$ cat config.mk
export PLATFORM = sky130hd
export DESIGN_NAME = led_grayscale_frame_and_latch_timer
export DESIGN_NICKNAME = d
export VERILOG_FILES = /design/src/hdl/lgflt_pkg.sv /design/src/hdl/led_grayscale_frame_and_latch_timer.sv
export VERILOG_INCLUDE_DIRS = /design/src /design/src/hdl
export SDC_FILE = /design/constraint.sdc
export NUM_CORES = 1
export LEC_CHECK = 0
export CORE_UTILIZATION = 55
export DETAILED_ROUTE_END_ITERATION = 16
export DONT_BUFFER_PORTS = 1
export PLACE_DENSITY = 0.7
export SLEW_MARGIN = 20
export SYNTH_ARGS = -nofsm -noshare
export SYNTH_HDL_FRONTEND = slang
export SYNTH_SLANG_ARGS = --single-unit
$ cat constraint.sdc
create_clock -name clk_i -period 9.15 [get_ports clk_i]
set_input_delay 1.83 -clock clk_i [delete_from_list [all_inputs] [get_ports clk_i]]
set_output_delay 1.83 -clock clk_i [all_outputs]
set_load 0.005 [all_outputs]
$ cat src/hdl/led_grayscale_frame_and_latch_timer_defines.svh
// Assertion macros for the grayscale frame and latch timer.
`ifndef LED_GRAYSCALE_FRAME_AND_LATCH_TIMER_DEFINES_SVH
`define LED_GRAYSCALE_FRAME_AND_LATCH_TIMER_DEFINES_SVH

`ifndef SYNTH
// Checked property, disabled while reset is asserted.
`define LGFLT_ASSERT(lbl, prop, msg) \
  lbl: assert property (@(posedge clk_i) disable iff (!rst_ni) prop) else $error(msg);
// Checked property that also holds during reset.
`define LGFLT_ASSERT_ALWAYS(lbl, prop, msg) \
  lbl: assert property (@(posedge clk_i) prop) else $error(msg);
`else
`define LGFLT_ASSERT(lbl, prop, msg)
`define LGFLT_ASSERT_ALWAYS(lbl, prop, msg)
`endif

`endif

$ cat src/hdl/lgflt_pkg.sv
// Package with constants and types of the grayscale frame and latch timer.
package lgflt_pkg;

  localparam int FRAME_BYTES = 24;
  localparam int ADDR_W      = 4;
  localparam int DATA_W      = 32;

  // Command codes of an input beat.
  localparam logic [1:0] CMD_SET  = 2'd0;
  localparam logic [1:0] CMD_SEND = 2'd1;
  localparam logic [1:0] CMD_TICK = 2'd2;

  // Register indexes on the configuration port.
  localparam logic [1:0] REG_PULSE_STEP  = 2'd0;
  localparam logic [1:0] REG_PULSE_LIMIT = 2'd1;
  localparam logic [1:0] REG_CYCLE_LIMIT = 2'd2;

  // Register reset values.
  localparam logic [7:0]  PULSE_STEP_RST  = 8'd64;
  localparam logic [15:0] PULSE_LIMIT_RST = 16'd4096;
  localparam logic [15:0] CYCLE_LIMIT_RST = 16'd1;

  typedef enum logic [2:0] {
    ST_IDLE = 3'b001,
    ST_SET  = 3'b010,
    ST_SEND = 3'b100
  } state_e;

endpackage

$ cat src/hdl/led_grayscale_frame_and_latch_timer.sv
// Top level of the grayscale frame and latch timer for a 16-channel LED driver.
//
// Usage: the input channel carries one command per beat (set a channel level, send
// the frame, or a timer tick). The output channel carries frame bytes and tick events.
// The frame lives in a 24-byte circular shift register that turns by one byte per
// cycle during a set or send pass (a send holds while the receiver stalls), so only
// the byte at its head is ever read or modified.
// A set command stalls the input after its beat is taken while the frame makes one full
// turn and the two bytes that hold the channel are rewritten as they pass the head.
// Sets to channels above fifteen and the unused command code change nothing.
// A send command stalls the input until the frame has made one full turn: each one-byte
// turn of the ring emits one byte beat, the last one marked, and the latch is re-armed.
// A tick does not occupy the sequencer; its event beat is registered. Results sit in
// one output register, so a new beat is taken while a result waits, as long as the
// register is freed at the same edge. While the receiver stalls a waiting result,
// input beats are stalled and a send's ring and sequencer hold; a set pass runs on.
// Reset clears the frame to zeros, the counters to zero, arms the latch and loads
// the register defaults (step 64, pulse limit 4096, cycle limit 1).
// Registers are to be written over the APB-style port only while the block is idle;
// the block itself does not enforce it.
`include "led_grayscale_frame_and_latch_timer_defines.svh"

module led_grayscale_frame_and_latch_timer #(
  parameter int FrameBytes = lgflt_pkg::FRAME_BYTES
) (
  input  logic                          clk_i,
  input  logic                          rst_ni,
  // APB-style configuration port
  input  logic                          psel,
  input  logic                          penable,
  input  logic                          pwrite,
  input  logic [lgflt_pkg::ADDR_W-1:0]  paddr,
  input  logic [lgflt_pkg::DATA_W-1:0]  pwdata,
  output logic [lgflt_pkg::DATA_W-1:0]  prdata,
  output logic                          pready,
  // Command input
  input  logic                          in_valid_i,
  output logic                          in_stall_o,
  input  logic [1:0]                    in_command_i,
  input  logic [7:0]                    in_channel_i,
  input  logic [11:0]                   in_level_i,
  // Result output
  output logic                          out_valid_o,
  input  logic                          out_stall_i,
  output logic                          out_kind_o,
  output logic [7:0]                    out_frame_byte_o,
  output logic                          out_last_byte_o,
  output logic                          out_blank_pulse_o,
  output logic                          out_latch_pulse_o
);

  localparam int IdxW = $clog2(FrameBytes);
  localparam logic [IdxW-1:0] LastIdx = IdxW'(FrameBytes - 1);

  // Configuration registers.
  logic [7:0]  pulse_step_q;
  logic [15:0] pulse_limit_q;
  logic [15:0] cycle_limit_q;
  logic        cfg_write;

  assign pready    = 1'b1;
  assign cfg_write = psel & penable & pwrite;

  always_ff @(posedge clk_i or negedge rst_ni) begin
    if (!rst_ni) begin
      pulse_step_q  <= lgflt_pkg::PULSE_STEP_RST;
      pulse_limit_q <= lgflt_pkg::PULSE_LIMIT_RST;
      cycle_limit_q <= lgflt_pkg::CYCLE_LIMIT_RST;
    end else if (cfg_write) begin
      case (paddr[3:2])
        lgflt_pkg::REG_PULSE_STEP:  pulse_step_q  <= pwdata[7:0];
        lgflt_pkg::REG_PULSE_LIMIT: pulse_limit_q <= pwdata[15:0];
        lgflt_pkg::REG_CYCLE_LIMIT: cycle_limit_q <= pwdata[15:0];
        default: ;
      endcase
    end
  end

  always_comb begin
    case (paddr[3:2])
      lgflt_pkg::REG_PULSE_STEP:  prdata = {24'd0, pulse_step_q};
      lgflt_pkg::REG_PULSE_LIMIT: prdata = {16'd0, pulse_limit_q};
      lgflt_pkg::REG_CYCLE_LIMIT: prdata = {16'd0, cycle_limit_q};
      default:                    prdata = '0;
    endcase
  end

  // Sequencer, frame ring and timer state.
  lgflt_pkg::state_e state_q, state_d;
  logic [FrameBytes-1:0][7:0] frame_q, frame_d;
  logic [IdxW-1:0] idx_q, idx_d;
  logic [IdxW-1:0] pos_q, pos_d;
  logic            odd_q, odd_d;
  logic [11:0]     level_q, level_d;
  logic [16:0]     pulse_cnt_q, pulse_cnt_d;
  logic [15:0]     cycle_cnt_q, cycle_cnt_d;
  logic            armed_q, armed_d;

  // Output register.
  logic       out_valid_q, out_valid_d;
  logic       kind_q, kind_d;
  logic [7:0] byte_q, byte_d;
  logic       last_q, last_d;
  logic       blank_q, blank_d;
  logic       latch_q, latch_d;

  logic        out_free;
  logic        in_accept;
  logic [7:0]  head;
  logic [7:0]  head_new;
  logic [IdxW-1:0] pos_next;
  logic [3:0]  rev_ch;
  logic [5:0]  pos_sum;
  logic [16:0] pulse_sum;

  assign out_free   = !out_valid_q || !out_stall_i;
  assign in_stall_o = (state_q != lgflt_pkg::ST_IDLE) || !out_free;
  assign in_accept  = in_valid_i && !in_stall_o;
  assign head       = frame_q[0];
  assign pos_next   = pos_q + IdxW'(1);

  // First byte touched by a channel: ((15 - ch) * 3) / 2.
  assign rev_ch  = ~in_channel_i[3:0];
  assign pos_sum = {1'b0, rev_ch, 1'b0} + {2'b00, rev_ch};
  assign pulse_sum = pulse_cnt_q + {9'd0, pulse_step_q};

  // Byte merge at the ring head during a set pass.
  always_comb begin
    head_new = head;
    if (idx_q == pos_q) begin
      head_new = odd_q ? level_q[11:4] : {head[7:4], level_q[11:8]};
    end else if (idx_q == pos_next) begin
      head_new = odd_q ? {level_q[3:0], head[3:0]} : level_q[7:0];
    end
  end

  always_comb begin
    state_d     = state_q;
    frame_d     = frame_q;
    idx_d       = idx_q;
    pos_d       = pos_q;
    odd_d       = odd_q;
    level_d     = level_q;
    pulse_cnt_d = pulse_cnt_q;
    cycle_cnt_d = cycle_cnt_q;
    armed_d     = armed_q;
    out_valid_d = out_valid_q && out_stall_i;
    kind_d      = kind_q;
    byte_d      = byte_q;
    last_d      = last_q;
    blank_d     = blank_q;
    latch_d     = latch_q;

    case (state_q)
      lgflt_pkg::ST_IDLE: begin
        if (in_accept) begin
          case (in_command_i)
            lgflt_pkg::CMD_SET: begin
              if (in_channel_i[7:4] == 4'd0) begin
                state_d = lgflt_pkg::ST_SET;
                idx_d   = '0;
                pos_d   = IdxW'(pos_sum[5:1]);
                odd_d   = in_channel_i[0];
                level_d = in_level_i;
              end
            end
            lgflt_pkg::CMD_SEND: begin
              state_d = lgflt_pkg::ST_SEND;
              idx_d   = '0;
              armed_d = 1'b1;
            end
            lgflt_pkg::CMD_TICK: begin
              out_valid_d = 1'b1;
              kind_d      = 1'b1;
              byte_d      = '0;
              last_d      = 1'b0;
              blank_d     = 1'b0;
              latch_d     = 1'b0;
              pulse_cnt_d = pulse_sum;
              if (pulse_sum > {1'b0, pulse_limit_q}) begin
                blank_d     = 1'b1;
                pulse_cnt_d = '0;
                if (cycle_cnt_q < cycle_limit_q) begin
                  cycle_cnt_d = cycle_cnt_q + 16'd1;
                end else begin
                  cycle_cnt_d = '0;
                  if (armed_q) begin
                    latch_d = 1'b1;
                    armed_d = 1'b0;
                  end
                end
              end
            end
            default: ;
          endcase
        end
      end
      lgflt_pkg::ST_SET: begin
        frame_d = {head_new, frame_q[FrameBytes-1:1]};
        idx_d   = idx_q + IdxW'(1);
        if (idx_q == LastIdx) begin
          idx_d   = '0;
          state_d = lgflt_pkg::ST_IDLE;
        end
      end
      lgflt_pkg::ST_SEND: begin
        if (out_free) begin
          frame_d     = {head, frame_q[FrameBytes-1:1]};
          out_valid_d = 1'b1;
          kind_d      = 1'b0;
          byte_d      = head;
          last_d      = (idx_q == LastIdx);
          blank_d     = 1'b0;
          latch_d     = 1'b0;
          idx_d       = idx_q + IdxW'(1);
          if (idx_q == LastIdx) begin
            idx_d   = '0;
            state_d = lgflt_pkg::ST_IDLE;
          end
        end
      end
      default: begin
        state_d = lgflt_pkg::ST_IDLE;
        idx_d   = '0;
      end
    endcase
  end

  always_ff @(posedge clk_i or negedge rst_ni) begin
    if (!rst_ni) begin
      state_q     <= lgflt_pkg::ST_IDLE;
      frame_q     <= '0;
      idx_q       <= '0;
      pulse_cnt_q <= '0;
      cycle_cnt_q <= '0;
      armed_q     <= 1'b1;
      out_valid_q <= 1'b0;
    end else begin
      state_q     <= state_d;
      frame_q     <= frame_d;
      idx_q       <= idx_d;
      pulse_cnt_q <= pulse_cnt_d;
      cycle_cnt_q <= cycle_cnt_d;
      armed_q     <= armed_d;
      out_valid_q <= out_valid_d;
    end
  end

  always_ff @(posedge clk_i) begin
    pos_q   <= pos_d;
    odd_q   <= odd_d;
    level_q <= level_d;
    kind_q  <= kind_d;
    byte_q  <= byte_d;
    last_q  <= last_d;
    blank_q <= blank_d;
    latch_q <= latch_d;
  end

  assign out_valid_o       = out_valid_q;
  assign out_kind_o        = kind_q;
  assign out_frame_byte_o  = byte_q;
  assign out_last_byte_o   = last_q;
  assign out_blank_pulse_o = blank_q;
  assign out_latch_pulse_o = latch_q;

  // A latch pulse is only issued at the end of a PWM period.
  `LGFLT_ASSERT(a_latch_with_blank, (out_valid_q && latch_q) |-> blank_q, "latch pulse without blank")
  // Disarming the latch always goes with a latch event in the output register.
  `LGFLT_ASSERT(a_disarm_emits, $fell(armed_q) |-> (out_valid_q && latch_q && kind_q), "disarm without latch beat")
  // The final byte beat of a send returns the sequencer to idle.
  `LGFLT_ASSERT(a_send_ends, (state_q == lgflt_pkg::ST_SEND && idx_q == LastIdx && out_free) |=> (state_q == lgflt_pkg::ST_IDLE && out_valid_q && last_q), "send did not end on last byte")

endmodule

* After elaboration in Yosys (flattened, before gate mapping)
Cells that the tools add are included.
** Cells by class
- $add $sub $neg :: 5
- $lt $le $gt $ge :: 2
- Equal/unequal tests :: 18
- Muxes and demuxes :: 50
- Bitwise logic cells :: 3
- Reduce and logical (&&, ||, !) cells :: 24
** Operators with widths (number)
- $pmux W192 S2 :: 1
- $mux W192 :: 1
- $mux W8 :: 7
- $pmux W16 S3 :: 1
- $mux W5 :: 4
- $mux W1 :: 19
- $add A17 B8 Y17 :: 1
- $gt A17 B16 Y1 :: 1
- $mux W17 :: 1
- $add A16 B1 Y16 const B :: 1
- $lt A16 B16 Y1 :: 1
- $mux W16 :: 1
- $pmux W8 S2 :: 1
- $reduce_and A4 Y1 :: 4
- $pmux W5 S3 :: 1
- $mux W3 :: 4
- $pmux W1 S2 :: 6
- $add A5 B1 Y5 const B :: 2
- $eq A5 B5 Y1 :: 2
- $pmux W5 S2 :: 1
- $pmux W3 S3 :: 1
- $ne A2 B2 Y1 const B :: 4
- $reduce_and A2 Y1 :: 4
- $add A5 B4 Y6 :: 1
- 20 further kinds :: 32
** Storage, ports and cells
- Register bits after elaboration :: 305
- Input bits :: 65
- Output and inout port bits :: 47
- Logic and storage cells :: 143

* Logic depth before layout (Yosys ltp)
- Depth after elaboration :: 8
- Depth in mapped cells :: 16

* Worst setup path before layout
No wires, ideal clock.
- Path kind :: input port to output port
- From :: input port paddr[2] in the netlist's numbering
- To :: output port prdata[10] in the netlist's numbering
- Arrival time :: 2.816 ns
- Data required time :: 7.320 ns
- Setup slack :: 4.504 ns
- Cell stages on the path :: 4
- Buffers on the path :: 2
- Cells stage by stage :: buf_1 nor2b_1 clkbuf_1 a22o_1
** On the way
- Word-level cells in the longest chain between the ends :: 2
- Elaborated cells on any way between the ends :: 4
- Classes of those cells :: eq/ne (2); mux (1); reduce/logical (1)
** Ends and longest elaborated chain
- start: declaration :: RTL line led_grayscale_frame_and_latch_timer.sv:32 : input logic [lgflt_pkg::ADDR_W-1:0] paddr,
- $eq A2 B2 Y1, or another cell as far along :: RTL line led_grayscale_frame_and_latch_timer.sv:80 : case (paddr[3:2])
- $pmux W16 S3 * :: RTL line led_grayscale_frame_and_latch_timer.sv:80
- end: declaration :: RTL line led_grayscale_frame_and_latch_timer.sv:34 : output logic [lgflt_pkg::DATA_W-1:0] prdata,
Mark *: on every way between the ends. The rest lies on a longest branch, timed or not.

* Worst setup path after layout
- From :: register pulse_step_q[4]
- To :: register cycle_cnt_q[0]
** On the way
- Word-level cells in the longest chain between the ends :: 3
** Ends and longest elaborated chain
- start: declaration :: RTL line led_grayscale_frame_and_latch_timer.sv:56 : logic [7:0] pulse_step_q;
- start signal: assignment :: RTL line led_grayscale_frame_and_latch_timer.sv:66 : pulse_step_q <= lgflt_pkg::PULSE_STEP_RST;
- start signal: assignment :: RTL line led_grayscale_frame_and_latch_timer.sv:71 : lgflt_pkg::REG_PULSE_STEP: pulse_step_q <= pwdata[7:0];
- $add A17 B8 Y17 :: RTL line led_grayscale_frame_and_latch_timer.sv:125 : assign pulse_sum = pulse_cnt_q + {9'd0, pulse_step_q};
- $gt A17 B16 Y1 :: RTL line led_grayscale_frame_and_latch_timer.sv:180 : if (pulse_sum > {1'b0, pulse_limit_q}) begin
- $reduce_and A4 Y1 (no source line)
- end signal: assignment :: RTL line led_grayscale_frame_and_latch_timer.sv:243 : cycle_cnt_q <= cycle_cnt_d;
- end: declaration :: RTL line led_grayscale_frame_and_latch_timer.sv:96 : logic [15:0] cycle_cnt_q, cycle_cnt_d;
No other way between the ends.
A chain may end at the register's enable or synchronous reset.

==> summary.txt <==
Final layout
  – Utilization of the core after routing: 0.616
  – Final instance count without filler cells: 1,850
  – Final nets: roughly 1,600
  – Most common library cell in the layout ignoring fill and taps: sky130_fd_sc_hd__nand2_1
  – Post-synthesis to final-layout area growth: 9.50%
  – Antenna Cells: 0
  – Leading cell types in the layout, fill and taps excluded: sky130_fd_sc_hd__nand2_1 (629), sky130_fd_sc_hd__dfrtp_1 (270), sky130_fd_sc_hd__inv_1 (54), sky130_fd_sc_hd__o21ai_0 (54), sky130_fd_sc_hd__ha_1 (47)
  – Fill cell count: around 2,100
  – Seq. cell area: ~8000 sq um
  – Share of final-layout standard cells stronger than drive strength 1: 0.0743
  – Total area of multi-input combinational cells: 5890 sq um

Power
  – Leakage: around 0.0080 uW
  – Internal power consumption: around 2700 uW
  – Cell area power density: 263 nW/um^2
  – Switching power: approximately 1300 uW
  – Sequential share of power: 0.418
  – Share of power burned in combinational logic: 0.238
  – Fraction of power spent switching nets: 0.329
  – Peak supply drop: about 0.25 mV
  – Portion of total power attributed to the clock network: 0.345

Worst setup path
  – Kind of critical path: register to register
  – Data arrival time of the critical path: between 5 and 6 ns
  – Kind of start point of the critical path: register
  – Worst Setup End Kind: register
  – Required time reported for the critical path endpoint: between 9 and 10 ns
  – Worst Path Max Fanout: 15

Clocking
  – Setup Buffers After CTS: 0
  – H-tree levels: 2
  – Root Buffer Master: sky130_fd_sc_hd__clkbuf_16
  – Number of hold buffers added after cts: 0
  – Clock Tree Buf Depth: 3
  – Clock slew at reported path FFs: around 0.06 ns
  – CTS buffer count: 34
  – Clock Sink Count: 305
  – Clock tree from TritonCTS: yes
  – Resized Gates After CTS: 0
  – Clock insertion delay at the later pin of the skew report: ~0.51 ns

Logic synthesis
  – Mean instance size in the synthesized netlist: a little over 9 sq um
  – Number of synthesized flops with an enable pin: 30
  – Async SR Flop Fraction: 0.902
  – Netlist cell types: 71
  – Post-synthesis instance area: 14,200 sq um
  – Synth area leader: sky130_fd_sc_hd__dfrtp_1
  – Primary FF master, synth: sky130_fd_sc_hd__dfrtp_1
  – Synth top area cells: sky130_fd_sc_hd__dfrtp_1 (48%), sky130_fd_sc_hd__nand2_1 (17%), sky130_fd_sc_hd__edfxtp_1 (6.3%), sky130_fd_sc_hd__ha_1 (4.1%), sky130_fd_sc_hd__o21ai_0 (1.9%)
  – Sequential-to-total area share from yosys stat: 0.548
  – Fraction of synthesized cell area taken by the top area cell type: 0.476
  – Warnings from Yosys: 0
  – Number of cells produced by synthesis: approximately 1,500
  – Flip-flop and latch count after synthesis: between 300 and 400

Timing
  – Unrepaired setup endpoints after global routing: no
  – Maximum clock rate: ~210 MHz
  – Final number of setup-violating endpoints: 0
  – Slew @ Worst Pin: between 1 and 1.5 ns
  – Max Clock Skew: 0.0182 ns
  – Min Tclk post-route: ~4.8 ns
  – Final count of pins violating max slew: 0
  – Total negative slack for setup checks: 0 ns
  – Final hold slack: 0.462 ns
  – Worst relative slew slack: 0.315
  – Final Hold Vio Count: 0
  – Final worst-path setup slack: between 4 and 5 ns
  – Share of the clock period used by the worst path after layout: 0.523

GRT
  – Overall Global Routing Usage: 0.215
  – GRT met1 Usage: 0.307
  – Grt peak-use layer: met2
  – Total global routing overflow: 0
  – Global Route met2 Usage: 0.332
  – Met3 track utilization from global routing: 0.0415
  – Number of global-route vias before repair: 9,757
  – First-pass GRT wire length: ~47,000 um
  – Number of antenna violations at the first check in global routing: 0
  – Pin count of the biggest net entering global routing: 276

Place
  – Placed cells: between 1,500 and 2,000
  – Detailed-placement wirelength estimate: about 17,000 um
  – Number of buffers inserted by port buffering: 0
  – Setup slack at placement: about 4.5 ns
  – Routability-driven placement congestion ratio: a little over 0.8

Routing
  – Final routed wirelength across all metal layers: around 27,000 um
  – Residual antenna-violating net count after detailed routing: 0
  – Number of design rule violations left after detail routing: 0
  – Total vias in the final route: approximately 10,000
  – Pre-Repair DR Iteration Count: 5
  – Initial DRC Count: 790
  – Vias/cell: 5.39
  – Detail-routed net length per standard cell: roughly 15 um

Floorplanning
  – Die boundary height: about 160 um
  – Area of the die: 26,500 sq um
  – Floorplan row count: 58
  – Initial Utilization: 0.563
  – Die outline width: 163 um
  – Floorplan Core Area: roughly 25,000 sq um
  – I/O pins: between 100 and 150

Hold path
  – Hold crit path type: register to register

Outcome
  – Status: complete, no violations

Flow run
  – Max-cap viol count: 0
power groups by stage:
stage | clock [uW] | sequential (uW) | combinational (uW)
after detailed placement | 0 | 1730 | 970
after global placement | 0 | 1730 | 948
after global routing | 1500 | 1740 | 1100
after floorplan | 0 | 1700 | 775
final | 1410 | 1710 | 974
after CTS | 1440 | 1710 | 975
final cells by class:
type,instances,share of cell area
clock buffers,44,0.0623
clock inverters,17,0.0131
inverters,55,0.0133
multi-input cells,1087,0.378
flip-flops and latches,305,0.501
well taps,330,0.0265
repair buffers,12,0.00579
worst max-delay path: stages, from the launching register on:
cell                        delay, ns
sky130_fd_sc_hd__dfrtp_1         0.40
sky130_fd_sc_hd__ha_1            0.26
sky130_fd_sc_hd__or4_4           0.59
sky130_fd_sc_hd__a211oi_1        0.42
sky130_fd_sc_hd__a2111oi_2       0.14
sky130_fd_sc_hd__and3_1          0.26
sky130_fd_sc_hd__xor2_1          0.15
sky130_fd_sc_hd__ha_1            0.29
sky130_fd_sc_hd__o21ai_0         0.11
sky130_fd_sc_hd__or2_2           0.30
sky130_fd_sc_hd__a211oi_1        0.29
sky130_fd_sc_hd__o31a_1          0.73
sky130_fd_sc_hd__o21ai_1         0.34
sky130_fd_sc_hd__mux2_1          0.38
registers in the layout, summed over array words and instances (netlist names), 3 cells and up:
| register | count |
|---|---|
| cycle_cnt_q | 16 |
| cycle_limit_q | 16 |
| frame_q | 184 |
| head | 8 |
| idx_q | 5 |
| level_q | 12 |
| out_frame_byte_o | 8 |
| pos_q | 5 |
| pulse_cnt_q | 17 |
| pulse_limit_q | 16 |
| pulse_step_q | 8 |
| state_q | 3 |
cell usage after synthesis, types with 9 or more instances:
library cell                number
sky130_fd_sc_hd__o221ai_1        9
sky130_fd_sc_hd__buf_4          18
sky130_fd_sc_hd__dfrtp_1       270
sky130_fd_sc_hd__nor2b_1        14
sky130_fd_sc_hd__nand2_1       629
sky130_fd_sc_hd__nor3_1         12
sky130_fd_sc_hd__nor2_1         30
sky130_fd_sc_hd__mux2i_1        15
sky130_fd_sc_hd__nand3_1        17
sky130_fd_sc_hd__o21ai_0        54
sky130_fd_sc_hd__mux2_2         10
sky130_fd_sc_hd__a21o_1          9
sky130_fd_sc_hd__and3_1         15
sky130_fd_sc_hd__xnor2_1        11
sky130_fd_sc_hd__edfxtp_1       30
sky130_fd_sc_hd__and2_1         11
sky130_fd_sc_hd__a22o_1         24
sky130_fd_sc_hd__inv_1          54
sky130_fd_sc_hd__a21oi_1        23
sky130_fd_sc_hd__clkbuf_1       58
sky130_fd_sc_hd__ha_1           47
sky130_fd_sc_hd__o2bb2ai_1       9
sky130_fd_sc_hd__a211oi_1       11
sky130_fd_sc_hd__xor2_1         12
routing by layer:
metal  vias up  routed length (um)
li1       4940                   -
met1      4818               13300
met2       167               12200
met3        47                1230
met4         0                 607
met5         -                   0
cell families (layout without fill, tap and decap cells):
kind of cell               count (synthesis)  count (layout)  synth area share
AOI/OAI and AO/OA                        205             205             0.105
muxes                                     26              26            0.0193
adders and majority gates                 49              49            0.0442
DFF                                      305             305             0.548
other                                      2              17          0.000529
and+or+nand+nor                          765             765             0.221
buffers and inverters                    142             128            0.0444
xor gates and xnor gates                  25              25            0.0173
stage by stage:
step / instance area [sq um] / power [uW]
floorplan: 14300 / 2470
global placement: 14400 / 2680
detailed placement: 14400 / 2700
CTS: 15600 / 4130
global route: 15600 / 4340
finish: 15600 / 4100
worst paths after layout:
check / start / end / slack (ns) / depth (start not counted)
min in group asynchronous: rst_ni / frame_q[74] / 1.03 / 0
max: pulse_step_q[4] / cycle_cnt_q[0] / 4.37 / 13
max reg2reg: pulse_step_q[4] / cycle_cnt_q[0] / 4.37 / 13
max in group asynchronous: rst_ni / frame_q[69] / 7.57 / 0
min: frame_q[69] / frame_q[61] / 0.46 / 2
min reg2reg: frame_q[69] / frame_q[61] / 0.46 / 2
Power figures use the tool's default switching activity.
